--- config.mk ---
export PLATFORM = sky130hd
export DESIGN_NAME = query_string_unescaper_unit
export DESIGN_NICKNAME = d
export VERILOG_FILES = /design/src/hw/rtl/qsu_pkg.sv /design/src/hw/rtl/qsu_front.sv /design/src/hw/rtl/qsu_queue.sv /design/src/hw/rtl/qsu_back.sv /design/src/hw/rtl/query_string_unescaper_unit.sv
export SDC_FILE = /design/constraint.sdc
export NUM_CORES = 1
export LEC_CHECK = 0
export BUFFER_PORTS_ARGS = -buffer_cell sky130_fd_sc_hd__buf_2
export CAP_MARGIN = 10
export CORE_MARGIN = 1.5
export CORE_UTILIZATION = 35
export DETAILED_ROUTE_END_ITERATION = 10
export SLEW_MARGIN = 40
export SYNTH_ARGS = -nofsm -noshare
export SYNTH_HDL_FRONTEND = slang
export SYNTH_SLANG_ARGS = --single-unit
--- constraint.sdc ---
create_clock -name clk -period 12.7 [get_ports clk]
set_input_delay 2.54 -clock clk [delete_from_list [all_inputs] [get_ports clk]]
set_output_delay 2.54 -clock clk [all_outputs]
set_load 0.05 [all_outputs]
--- src/hw/rtl/qsu_pkg.sv ---
// Package for the query string unescaper: item types, character codes and
// the small character-class helpers used by the front end.
// Depends on nothing.
`timescale 1ns / 1ps

package qsu_pkg;

  localparam int QUEUE_DEPTH_DEF = 4;
  localparam int RUN_MAX         = 3;
  localparam int RUN_CW          = $clog2(RUN_MAX + 1);
  localparam int RUN_IW          = $clog2(RUN_MAX);

  localparam logic ACT_DATA = 1'b0;
  localparam logic ACT_END  = 1'b1;

  localparam logic [7:0] CH_PLUS   = 8'h2B;
  localparam logic [7:0] CH_PCT    = 8'h25;
  localparam logic [7:0] CH_AMP    = 8'h26;
  localparam logic [7:0] CH_EQ     = 8'h3D;
  localparam logic [7:0] CH_US     = 8'h5F;
  localparam logic [7:0] CH_NL     = 8'h0A;
  localparam logic [7:0] CH_SP     = 8'h20;
  localparam logic [7:0] CH_QUOTE  = 8'h27;
  localparam logic [7:0] CH_ONE    = 8'h31;
  localparam logic [7:0] CH_ZERO   = 8'h30;
  localparam logic [7:0] CH_UA     = 8'h41;
  localparam logic [7:0] CASE_MASK = 8'hDF;

  typedef struct packed {
    logic       action;
    logic [7:0] data;
  } in_item_t;

  typedef struct packed {
    logic [7:0] out_byte;
    logic       last_of_run;
  } out_item_t;

  // Up to three result bytes caused by one input item; byte 0 goes out first.
  typedef struct packed {
    logic [RUN_MAX-1:0][7:0] bytes;
    logic [RUN_CW-1:0]       count;
  } run_t;

  typedef enum logic [1:0] {
    ITEM_IDLE,
    ITEM_KEY,
    ITEM_VALUE,
    ITEM_ESC
  } item_phase_t;

  typedef enum logic [1:0] {
    HEX_NONE,
    HEX_FIRST,
    HEX_SECOND
  } hex_phase_t;

  typedef struct packed {
    logic       ok;
    logic [3:0] val;
  } hex_t;

  function automatic logic is_digit(input logic [7:0] c);
    logic [7:0] d;
    begin
      d = c - CH_ZERO;
      return d <= 8'd9;
    end
  endfunction

  function automatic logic is_letter(input logic [7:0] c);
    logic [7:0] d;
    begin
      d = (c & CASE_MASK) - CH_UA;
      return d < 8'd26;
    end
  endfunction

  function automatic hex_t hex_of(input logic [7:0] c);
    hex_t       r;
    logic [7:0] d;
    logic [7:0] u;
    begin
      d = c - CH_ZERO;
      u = (c & CASE_MASK) - CH_UA;
      if (d <= 8'd9) begin
        r.ok  = 1'b1;
        r.val = d[3:0];
      end else if (u < 8'd6) begin
        r.ok  = 1'b1;
        r.val = u[3:0] + 4'd10;
      end else begin
        r.ok  = 1'b0;
        r.val = 4'd0;
      end
      return r;
    end
  endfunction

endpackage

--- src/hw/rtl/qsu_front.sv ---
// Front end of the query string unescaper: takes input items, tracks the
// item and escape state and turns each item into a run of result bytes.
// Depends on qsu_pkg.
`timescale 1ns / 1ps

module qsu_front (
  input  logic              clk,
  input  logic              rst_n,
  input  logic              accept,
  input  qsu_pkg::in_item_t item,
  output logic              run_valid,
  output qsu_pkg::run_t     run
);

  qsu_pkg::item_phase_t item_phase_r, item_phase_nxt;
  qsu_pkg::hex_phase_t  hex_phase_r, hex_phase_nxt;
  logic [7:0]           hex_value_r, hex_value_nxt;
  logic                 hex_pv_r, hex_pv_nxt;

  qsu_pkg::hex_t        hex;
  logic [7:0]           dec_byte;
  logic [7:0]           raw_byte;
  logic                 is_sep;

  // Bytes written when an item is closed by a separator or the end mark.
  function automatic qsu_pkg::run_t close_run(input qsu_pkg::item_phase_t ph);
    qsu_pkg::run_t r;
    begin
      r = '0;
      case (ph)
        qsu_pkg::ITEM_VALUE: begin
          r.bytes[0] = qsu_pkg::CH_QUOTE;
          r.bytes[1] = qsu_pkg::CH_NL;
          r.count    = qsu_pkg::RUN_CW'(2);
        end
        qsu_pkg::ITEM_KEY, qsu_pkg::ITEM_ESC: begin
          r.bytes[0] = qsu_pkg::CH_EQ;
          r.bytes[1] = qsu_pkg::CH_ONE;
          r.bytes[2] = qsu_pkg::CH_NL;
          r.count    = qsu_pkg::RUN_CW'(3);
        end
        default: begin
          r.bytes[0] = qsu_pkg::CH_NL;
          r.count    = qsu_pkg::RUN_CW'(1);
        end
      endcase
      return r;
    end
  endfunction

  function automatic qsu_pkg::run_t emit_run(input qsu_pkg::item_phase_t ph,
                                             input logic [7:0] c);
    qsu_pkg::run_t r;
    begin
      r = '0;
      if (ph == qsu_pkg::ITEM_VALUE) begin
        r.bytes[0] = c;
        r.count    = qsu_pkg::RUN_CW'(1);
      end else if (c == qsu_pkg::CH_EQ) begin
        r.bytes[0] = qsu_pkg::CH_EQ;
        r.bytes[1] = qsu_pkg::CH_QUOTE;
        r.count    = qsu_pkg::RUN_CW'(2);
      end else if (qsu_pkg::is_digit(c)) begin
        // A key may not start with a digit, so it gets an underscore first.
        if (ph == qsu_pkg::ITEM_IDLE || ph == qsu_pkg::ITEM_ESC) begin
          r.bytes[0] = qsu_pkg::CH_US;
          r.bytes[1] = c;
          r.count    = qsu_pkg::RUN_CW'(2);
        end else begin
          r.bytes[0] = c;
          r.count    = qsu_pkg::RUN_CW'(1);
        end
      end else begin
        r.bytes[0] = qsu_pkg::is_letter(c) ? c : qsu_pkg::CH_US;
        r.count    = qsu_pkg::RUN_CW'(1);
      end
      return r;
    end
  endfunction

  function automatic qsu_pkg::item_phase_t emit_phase(input qsu_pkg::item_phase_t ph,
                                                      input logic [7:0] c);
    begin
      if (ph == qsu_pkg::ITEM_VALUE || c == qsu_pkg::CH_EQ) begin
        return qsu_pkg::ITEM_VALUE;
      end
      return qsu_pkg::ITEM_KEY;
    end
  endfunction

  assign hex      = qsu_pkg::hex_of(item.data);
  assign dec_byte = (hex_pv_r && hex.ok) ? {hex_value_r[3:0], hex.val} : hex_value_r;
  assign raw_byte = (item.data == qsu_pkg::CH_PLUS) ? qsu_pkg::CH_SP : item.data;
  assign is_sep   = (item.data == qsu_pkg::CH_AMP) || (item.data == qsu_pkg::CH_NL);

  // Next state.
  always_comb begin
    item_phase_nxt = item_phase_r;
    hex_phase_nxt  = hex_phase_r;
    hex_value_nxt  = hex_value_r;
    hex_pv_nxt     = hex_pv_r;
    if (accept) begin
      if (item.action == qsu_pkg::ACT_END) begin
        item_phase_nxt = qsu_pkg::ITEM_IDLE;
        hex_phase_nxt  = qsu_pkg::HEX_NONE;
        hex_value_nxt  = 8'd0;
        hex_pv_nxt     = 1'b1;
      end else begin
        case (hex_phase_r)
          qsu_pkg::HEX_FIRST: begin
            if (hex.ok) begin
              hex_value_nxt = {4'd0, hex.val};
            end else begin
              hex_pv_nxt = 1'b0;
            end
            hex_phase_nxt = qsu_pkg::HEX_SECOND;
          end
          qsu_pkg::HEX_SECOND: begin
            hex_phase_nxt  = qsu_pkg::HEX_NONE;
            hex_value_nxt  = 8'd0;
            hex_pv_nxt     = 1'b1;
            item_phase_nxt = emit_phase(item_phase_r, dec_byte);
          end
          default: begin
            if (is_sep) begin
              item_phase_nxt = qsu_pkg::ITEM_IDLE;
            end else if (item.data == qsu_pkg::CH_PCT) begin
              hex_phase_nxt = qsu_pkg::HEX_FIRST;
              hex_value_nxt = 8'd0;
              hex_pv_nxt    = 1'b1;
              if (item_phase_r == qsu_pkg::ITEM_IDLE) begin
                item_phase_nxt = qsu_pkg::ITEM_ESC;
              end
            end else begin
              item_phase_nxt = emit_phase(item_phase_r, raw_byte);
            end
          end
        endcase
      end
    end
  end

  // Result bytes for the item on the input.
  always_comb begin
    run = '0;
    if (item.action == qsu_pkg::ACT_END) begin
      run = close_run(item_phase_r);
    end else begin
      case (hex_phase_r)
        qsu_pkg::HEX_FIRST: begin
          run = '0;
        end
        qsu_pkg::HEX_SECOND: begin
          run = emit_run(item_phase_r, dec_byte);
        end
        default: begin
          if (is_sep) begin
            run = close_run(item_phase_r);
          end else if (item.data != qsu_pkg::CH_PCT) begin
            run = emit_run(item_phase_r, raw_byte);
          end
        end
      endcase
    end
    run_valid = accept && (run.count != '0);
  end

  always_ff @(posedge clk) begin
    if (!rst_n) begin
      item_phase_r <= qsu_pkg::ITEM_IDLE;
      hex_phase_r  <= qsu_pkg::HEX_NONE;
      hex_value_r  <= 8'd0;
      hex_pv_r     <= 1'b1;
    end else begin
      item_phase_r <= item_phase_nxt;
      hex_phase_r  <= hex_phase_nxt;
      hex_value_r  <= hex_value_nxt;
      hex_pv_r     <= hex_pv_nxt;
    end
  end

  // An open escape always belongs to an item that has begun.
  a_esc_in_item: assert property (@(posedge clk) disable iff (!rst_n)
    hex_phase_r != qsu_pkg::HEX_NONE |-> item_phase_r != qsu_pkg::ITEM_IDLE)
    else $error("escape open outside an item");

  a_end_resets: assert property (@(posedge clk) disable iff (!rst_n)
    accept && item.action == qsu_pkg::ACT_END |=>
      item_phase_r == qsu_pkg::ITEM_IDLE && hex_phase_r == qsu_pkg::HEX_NONE && hex_pv_r)
    else $error("end mark did not return state to idle");

  a_first_then_second: assert property (@(posedge clk) disable iff (!rst_n)
    accept && item.action == qsu_pkg::ACT_DATA && hex_phase_r == qsu_pkg::HEX_FIRST |=>
      hex_phase_r == qsu_pkg::HEX_SECOND)
    else $error("escape skipped its second hex byte");

endmodule

--- src/hw/rtl/qsu_queue.sv ---
// Short queue of result runs between the front end and the back end of the
// query string unescaper.
// Depends on qsu_pkg.
`timescale 1ns / 1ps

module qsu_queue #(
  parameter int DEPTH = qsu_pkg::QUEUE_DEPTH_DEF
) (
  input  logic          clk,
  input  logic          rst_n,
  input  logic          wr_en,
  input  qsu_pkg::run_t wr_run,
  output logic          full,
  input  logic          rd_en,
  output qsu_pkg::run_t rd_run,
  output logic          rd_valid
);

  localparam int PW = $clog2(DEPTH);
  localparam int CW = $clog2(DEPTH + 1);

  qsu_pkg::run_t  entry_r [DEPTH];
  logic [PW-1:0]  wr_ptr_r, wr_ptr_nxt;
  logic [PW-1:0]  rd_ptr_r, rd_ptr_nxt;
  logic [CW-1:0]  count_r, count_nxt;
  logic           do_wr;
  logic           do_rd;

  assign full     = (count_r == CW'(DEPTH));
  assign rd_valid = (count_r != '0);
  assign rd_run   = entry_r[rd_ptr_r];
  assign do_wr    = wr_en && !full;
  assign do_rd    = rd_en && rd_valid;

  always_comb begin
    wr_ptr_nxt = wr_ptr_r;
    rd_ptr_nxt = rd_ptr_r;
    count_nxt  = count_r;
    if (do_wr) begin
      wr_ptr_nxt = (wr_ptr_r == PW'(DEPTH - 1)) ? '0 : wr_ptr_r + 1'b1;
    end
    if (do_rd) begin
      rd_ptr_nxt = (rd_ptr_r == PW'(DEPTH - 1)) ? '0 : rd_ptr_r + 1'b1;
    end
    if (do_wr && !do_rd) begin
      count_nxt = count_r + 1'b1;
    end else if (do_rd && !do_wr) begin
      count_nxt = count_r - 1'b1;
    end
  end

  always_ff @(posedge clk) begin
    if (!rst_n) begin
      wr_ptr_r <= '0;
      rd_ptr_r <= '0;
      count_r  <= '0;
    end else begin
      wr_ptr_r <= wr_ptr_nxt;
      rd_ptr_r <= rd_ptr_nxt;
      count_r  <= count_nxt;
    end
  end

  always_ff @(posedge clk) begin
    if (do_wr) begin
      entry_r[wr_ptr_r] <= wr_run;
    end
  end

  a_count_bound: assert property (@(posedge clk) disable iff (!rst_n)
    count_r <= CW'(DEPTH))
    else $error("queue count beyond depth");

  a_count_up: assert property (@(posedge clk) disable iff (!rst_n)
    do_wr && !do_rd |=> count_r == $past(count_r) + 1'b1)
    else $error("queue count missed a write");

  a_count_down: assert property (@(posedge clk) disable iff (!rst_n)
    do_rd && !do_wr |=> count_r == $past(count_r) - 1'b1)
    else $error("queue count missed a read");

endmodule

--- src/hw/rtl/qsu_back.sv ---
// Back end of the query string unescaper: walks the run at the head of the
// queue and hands its bytes out one per transfer.
// Depends on qsu_pkg.
`timescale 1ns / 1ps

module qsu_back (
  input  logic               clk,
  input  logic               rst_n,
  input  logic               head_valid,
  input  qsu_pkg::run_t      head_run,
  output logic               head_done,
  output logic               empty,
  input  logic               pop,
  output qsu_pkg::out_item_t out_item
);

  logic [qsu_pkg::RUN_IW-1:0] idx_r, idx_nxt;
  logic                       is_last;
  logic                       take;

  assign empty   = !head_valid;
  assign is_last = (qsu_pkg::RUN_CW'(idx_r) == head_run.count - 1'b1);
  assign take    = pop && head_valid;

  assign out_item.out_byte    = head_run.bytes[idx_r];
  assign out_item.last_of_run = is_last;

  // The run leaves the queue with the transfer of its final byte.
  assign head_done = take && is_last;

  always_comb begin
    idx_nxt = idx_r;
    if (take) begin
      idx_nxt = is_last ? '0 : idx_r + 1'b1;
    end
  end

  always_ff @(posedge clk) begin
    if (!rst_n) begin
      idx_r <= '0;
    end else begin
      idx_r <= idx_nxt;
    end
  end

  a_idx_in_run: assert property (@(posedge clk) disable iff (!rst_n)
    head_valid |-> qsu_pkg::RUN_CW'(idx_r) < head_run.count)
    else $error("byte index past end of run");

  a_idx_idle: assert property (@(posedge clk) disable iff (!rst_n)
    !head_valid |-> idx_r == '0)
    else $error("byte index not at start while queue is empty");

  a_idx_step: assert property (@(posedge clk) disable iff (!rst_n)
    take && !is_last |=> idx_r == $past(idx_r) + 1'b1)
    else $error("byte index did not advance after a transfer");

endmodule

--- src/hw/rtl/query_string_unescaper_unit.sv ---
// Query string unescaper: each input transfer's run is written into the run
// queue; one input item per cycle while the run queue has room. Each result
// byte takes one output transfer, so items that cause two or three bytes are
// drained by the back end at one byte per cycle while pop is held, and the
// run queue (QUEUE_DEPTH runs) sets how long input continues meanwhile.
// Synchronous active-low reset empties the queue and returns to the idle state.
`timescale 1ns / 1ps

module query_string_unescaper_unit #(
  parameter int QUEUE_DEPTH = qsu_pkg::QUEUE_DEPTH_DEF
) (
  input  logic               clk,
  input  logic               rst_n,
  input  logic               push,
  output logic               full,
  input  qsu_pkg::in_item_t  in_item,
  output logic               empty,
  input  logic               pop,
  output qsu_pkg::out_item_t out_item
);

  logic          in_accept;
  logic          run_valid;
  qsu_pkg::run_t run;
  logic          q_full;
  logic          head_valid;
  qsu_pkg::run_t head_run;
  logic          head_done;

  assign full      = q_full;
  assign in_accept = push && !q_full;

  qsu_front u_front (
    .clk       (clk),
    .rst_n     (rst_n),
    .accept    (in_accept),
    .item      (in_item),
    .run_valid (run_valid),
    .run       (run)
  );

  qsu_queue #(
    .DEPTH (QUEUE_DEPTH)
  ) u_queue (
    .clk      (clk),
    .rst_n    (rst_n),
    .wr_en    (run_valid),
    .wr_run   (run),
    .full     (q_full),
    .rd_en    (head_done),
    .rd_run   (head_run),
    .rd_valid (head_valid)
  );

  qsu_back u_back (
    .clk        (clk),
    .rst_n      (rst_n),
    .head_valid (head_valid),
    .head_run   (head_run),
    .head_done  (head_done),
    .empty      (empty),
    .pop        (pop),
    .out_item   (out_item)
  );

endmodule
== Yosys cells after proc, flatten, opt, wreduce, memory -nomap -nowiden ==
Memories as Yosys holds them, arrays and structs flattened. A register that Yosys moved wholly into a read port is not among the register bits.
Index checks and enable logic that the tools add are counted.

* Add/sub/neg operators: 13
* Order comparisons: 7
* Equality and inequality tests: 21
* Mux-type cells: 71
* Reduce and logical (&&, ||, !) cells: 28

{| class="wikitable"
|+ Operator list
! operator !! number
|-
| 2-to-1 mux 8 bit || 15
|-
| 2-to-1 mux 10 bit || 6
|-
| 2-to-1 mux 18 bit || 3
|-
| 2-to-1 mux 26 bit || 2
|-
| one-hot mux 26 bit (2 select lines) || 1
|-
| == test 8 x 6 -> 1 bit, second input constant || 5
|-
| 2-to-1 mux 2 bit || 16
|-
| one-hot mux 8 bit (2 select lines) || 2
|-
| <= comparator 8 x 4 -> 1 bit, second input constant || 3
|-
| subtractor 8 x 6 -> 8 bit, second input constant || 3
|-
| subtractor 8 x 7 -> 8 bit, second input constant || 3
|-
| binary-select mux 8 bit (select 2 bit) || 1
|-
| less-than comparator 8 x 5 -> 1 bit, second input constant || 2
|-
| 2-to-1 mux 1 bit || 16
|-
| one-hot mux 6 bit (2 select lines) || 1
|-
| == test 2 bit, second input constant || 5
|-
| 2-to-1 mux 5 bit || 2
|-
| logical AND 1 bit || 9
|-
| == test 8 x 4 -> 1 bit, second input constant || 1
|-
| less-than comparator 8 x 3 -> 1 bit, second input constant || 1
|-
| inequality test 8 x 6 -> 1 bit, second input constant || 1
|-
| one-hot mux 2 bit (2 select lines) || 2
|-
| AND reduction 4 bit || 2
|-
| adder 2 x 1 -> 2 bit, second input constant || 3
|-
| other kinds (24) || 35
|}

* Register bits: 22
* RAM bits: 104
* Input port bits: 13
* Output and inout bits: 11
* Logic and storage cells: 149
* Memories kept: 1

{| class="wikitable"
|+ Memory list
! name !! depth !! bits a word !! rd ports !! clocked after memory_dff !! write ports !! RTL line !! RTL
|-
| u_queue.entry_r || 4 || 26 || 1 || 1 || 1 || qsu_queue.sv:22 || <nowiki>qsu_pkg::run_t entry_r [DEPTH];</nowiki>
|}

== Depth between registers and ports, before layout ==
* Word-level depth: 21
* Mapped depth: 18

== Modules after synthesis ==
A second synthesis with hierarchy kept.

* Cell total of the unflattened synthesis: 529
* Area total of the unflattened synthesis: 6,588.8 sq um

{| class="wikitable"
|+ Modules (own cells, without submodules)
! module !! instances !! cells an instance !! area an instance (sq um) !! seq. area each (sq um)
|-
| qsu_queue || 1 || 187 || 4,279.1 || 3,303.2
|-
| qsu_front || 1 || 295 || 1,979.4 || 180.2
|-
| qsu_back || 1 || 46 || 316.6 || 40.0
|-
| query_string_unescaper_unit || 1 || 1 || 13.8 || 0.0
|}

== Worst setup path after synthesis ==
OpenSTA, ideal clock, no wires.

* Path type: input to register
* From: input port in_item[0] (netlist bit)
* To: memory u_queue.entry_r[0][3] (netlist bit) (data pin)
* Library setup time: 0.296 ns
* Data arrival time: 5.659 ns
* Data required time: 12.404 ns
* Slack: 6.745 ns
* Stages on the path: 15
* Buffers on the path: 2
* Cell sequence: buf_6 -> inv_1 -> ha_1 -> o21ba_2 -> o21ai_1 -> a211oi_2 -> buf_4 -> or3b_2 -> and2_1 -> ha_1 -> a2111oi_0 -> nand4b_1 -> a211oi_1 -> o31ai_2 -> o21ai_0

{| class="wikitable"
|+ RTL lines
! what !! RTL line !! RTL
|-
| from (decl) || query_string_unescaper_unit.sv:16 || <nowiki>input qsu_pkg::in_item_t in_item,</nowiki>
|-
| to (decl) || qsu_queue.sv:22 ||
|}

==> reports/results.tsv <==
metric	value	unit
num_antenna_cells	0	
synthAdderAreaFrac	5.39	%
viasPerCell	5.60	
wl_met2	6090	um
min_period	6.65	ns
post-synth-top-count-cell	edfxtp_1	
dpl.hpwl	9230	um
hp-start	u_queue.rd_ptr_r[0]	
hold_viol	0	
critical_path.startpoint_type	primary input	
root_buffer	clkbuf_16	
antenna_found_initial	0	
vias	3998	
synth_compound_area_share	15.4	%
antenna_left	0	
crit_path_start	in_item[0]	
core	15300	sq um
nets	534	
synth_flop_cell	edfxtp_1	
cts_sinks	96	
routabilityCongestion	0.962	
num_rows	45	
synthCells	475	
period_share	52.4	%
fin_skew	0.0107	ns
tightest_slew	0.757	ns
synth_top_family_by_area	simple AND/OR/NAND/NOR gates	
required	12.72	ns
wl_per_cell	18.0	um
crit_cells	15	
post-route-drc-count	0	
finalWirelength	12800	um
cts.path.max_buffers	2	
initial_utilization	35.9	%
synthArstFlopShare	0	%
cp_slowest_cell	a211oi_2	
drt_iter0_drc	428	
leakage	0.00219	uW
timing.rr.start	u_front.hex_pv_r	
synth_mux_area_share	10.3	%
power.total	946	uW
r2r_slack	8.74	ns
path_buf_inv	3	
synth_common_cells	edfxtp_1 (76), nor2_1 (33), a21oi_1 (23), o21ai_0 (23), ha_1 (22)	
grt_usage	16.5	%
synth_xor_area_share	0.799	%
tns	0	ns
timing.slew.headroom	49.1	%
nFillCells	1472	
critPathKind	in -> reg	
drive_gt1_share	16.3	%
synth_warnings	0	
cts_tree	done	
yosys.area.top_type_share	41.6	%
synthSimpleGateAreaFrac	15.9	%
status	finished clean	
rsz0062_at_grt	no	
grt_pass1_wl	21000	um
cp_slowest_stage_delay	0.65	ns
hold-path-cell-count	2	
post_cts_buffers	0	
synthTopCellsByArea	edfxtp_1 (42%), mux4_2 (7.4%), dfxtp_1 (7.3%)	
cp_max_fo	13	
route.met3.wl	621	um
worst_slack	6.05	ns
synth.avg_cell_area	11.5	sq um
maxCapViolations	0	
grt_max_degree	21	
cts_resized	0	
synth.yosys.seq_area_share	48.9	%
die-area	16400	sq um
dpl_worst_slack	5.74	ns
syn_area	5480	sq um
endpoint_kind	flip-flop	
clock.fmax	0.150	GHz
reg2reg_depth	11	
wl_met1	5780	um
io_buffers	23	
first_global_vias	4050	
synth_edf_count	76	
slew_violations	0	
hold_buffers	0	
numCtsBuffers	9	
synth.ff_latch_count	96	
clk_pin_slew	0.07	ns
p_per_area	155	nW/um^2
final-setup-viol-count	0	
die_w	128	um
vdd_drop_max	87.7	uV
io_pins	24	
ctsHtreeMaxLevel	3	
grt-ovfl-total	0	
syn2layout_area_growth	11.5	%
top_layer_used	met4	
hold_class	reg -> reg	
critPathTopFamily	compound AO/OA/AOI/OAI gates	
crit_arrival	6.67	ns
crit_chain	buf_2 > inv_1 > ha_1 > o21ba_2 > o21ai_1 > a211oi_2 > or3b_2 > and2_1 > ha_1 > inv_1 > or4_1 > a21oi_1 > o22ai_1 > o31ai_2 > o21ai_0	
first_pass_iters	5	
synth_cell_types	76	
clock_latency	0.34	ns
die_y	128	um
yosys.area.top_type	edfxtp_1	
[path summary, 6_finish.rpt]
path	end
max reg2reg	u_queue.entry_r[1][8]
min reg2reg	u_queue.rd_ptr_r[0]
max	u_queue.entry_r[1][8]
min	u_queue.rd_ptr_r[0]
[worst reg2reg max path, stage by stage, from the launching register on]
cell and delay (ns):
dfxtp_1 0.46, o21ai_0 0.15, a211oi_2 0.58, or3b_2 0.25, and2_1 0.23, ha_1 0.27, inv_1 0.11, or4_1 0.52
a21oi_1 0.14, o22ai_1 0.12, o31ai_2 0.50, o21ai_0 0.31
[metal layers]
layer,vias up,GRT usage [%]
li1,1869,-
met1,1963,21.0
met2,136,27.8
met3,30,2.75
met4,0,6.74
met5,-,0
[power breakdown]
group / internal, uW / switching [uW] / total, uW
logic: 99.3 / 185 / 284
clock network: 151 / 113 / 264
registers: 375 / 22.3 / 398
total: 626 / 320 / 946
[sequential cells by signal (all words and copies together), names as in the netlist, named ones only]
name / flops
u_queue.entry_r: 76
u_front.item_phase_r: 2
u_front.hex_phase_r: 2
u_queue.wr_ptr_r: 2
u_queue.count_r: 3
u_queue.rd_ptr_r: 2
u_back.idx_r: 2
u_front.hex_pv_r: 1
u_front.hex_value_r: 4
[logic make-up (layout without fill, tap and decap cells)]
| family | count (synthesis) | in the layout |
|---|---|---|
| and+or+nand+nor | 154 | 154 |
| AOI/OAI and AO/OA | 122 | 122 |
| DFF | 96 | 96 |
| buffers and inverters | 40 | 61 |
| muxes | 34 | 34 |
| adders and majority gates | 23 | 23 |
| xor gates and xnor gates | 5 | 5 |
| other | 1 | 8 |
[final cells by class]
cell class | count | area, sq um | area share (%)
timing repair buffer | 26 | 138 | 2.25
sequential | 96 | 2680 | 43.9
multi-input combinational | 346 | 2660 | 43.5
clock buffer | 13 | 272 | 4.44
clock inverter | 3 | 21.3 | 0.348
tap | 211 | 264 | 4.32
inverter | 19 | 71.3 | 1.17
[metrics by stage]
| stage | hold slack (ns) | utilization (%) | std cells | instance area, sq um |
|---|---|---|---|---|
| 6_report | 0.519 | 40.0 | 714 | 6110 |
| 5_1_grt | 0.572 | 40.0 | 714 | 6110 |
| 3_3_place_gp | 0.489 | 38.1 | 698 | 5810 |
| 3_5_place_dp | 0.513 | 38.1 | 698 | 5820 |
| 2_1_floorplan | 0.473 | - | 482 | 5510 |
| 4_1_cts | 0.524 | 40.0 | 714 | 6110 |
[layout by cell type, fill, tap and decap left out, types with 4 or more instances in the layout]
master / synthesis / routed
nand2b_1: 15 / 15
a211oi_1: 5 / 5
and2_2: 0 / 4
o41ai_1: 4 / 4
nor3b_1: 4 / 4
nor4_1: 5 / 5
ha_1: 22 / 22
a22oi_1: 5 / 5
o21ai_1: 5 / 5
and3_1: 4 / 4
buf_2: 3 / 23
nor2_1: 33 / 33
nand3_1: 10 / 10
mux2i_1: 15 / 15
mux4_2: 18 / 18
nor2b_1: 18 / 18
inv_1: 19 / 19
o22ai_1: 5 / 5
conb_1: 1 / 8
o21ai_0: 23 / 23
edfxtp_1: 76 / 76
dfxtp_1: 20 / 19
nand2_1: 17 / 17
a21oi_1: 23 / 23
and2_1: 10 / 6
clkbuf_16: 0 / 10
o211ai_1: 6 / 6
a21o_1: 6 / 6
nor3_1: 12 / 12
Note: power is estimated with default switching activity, not from simulation.
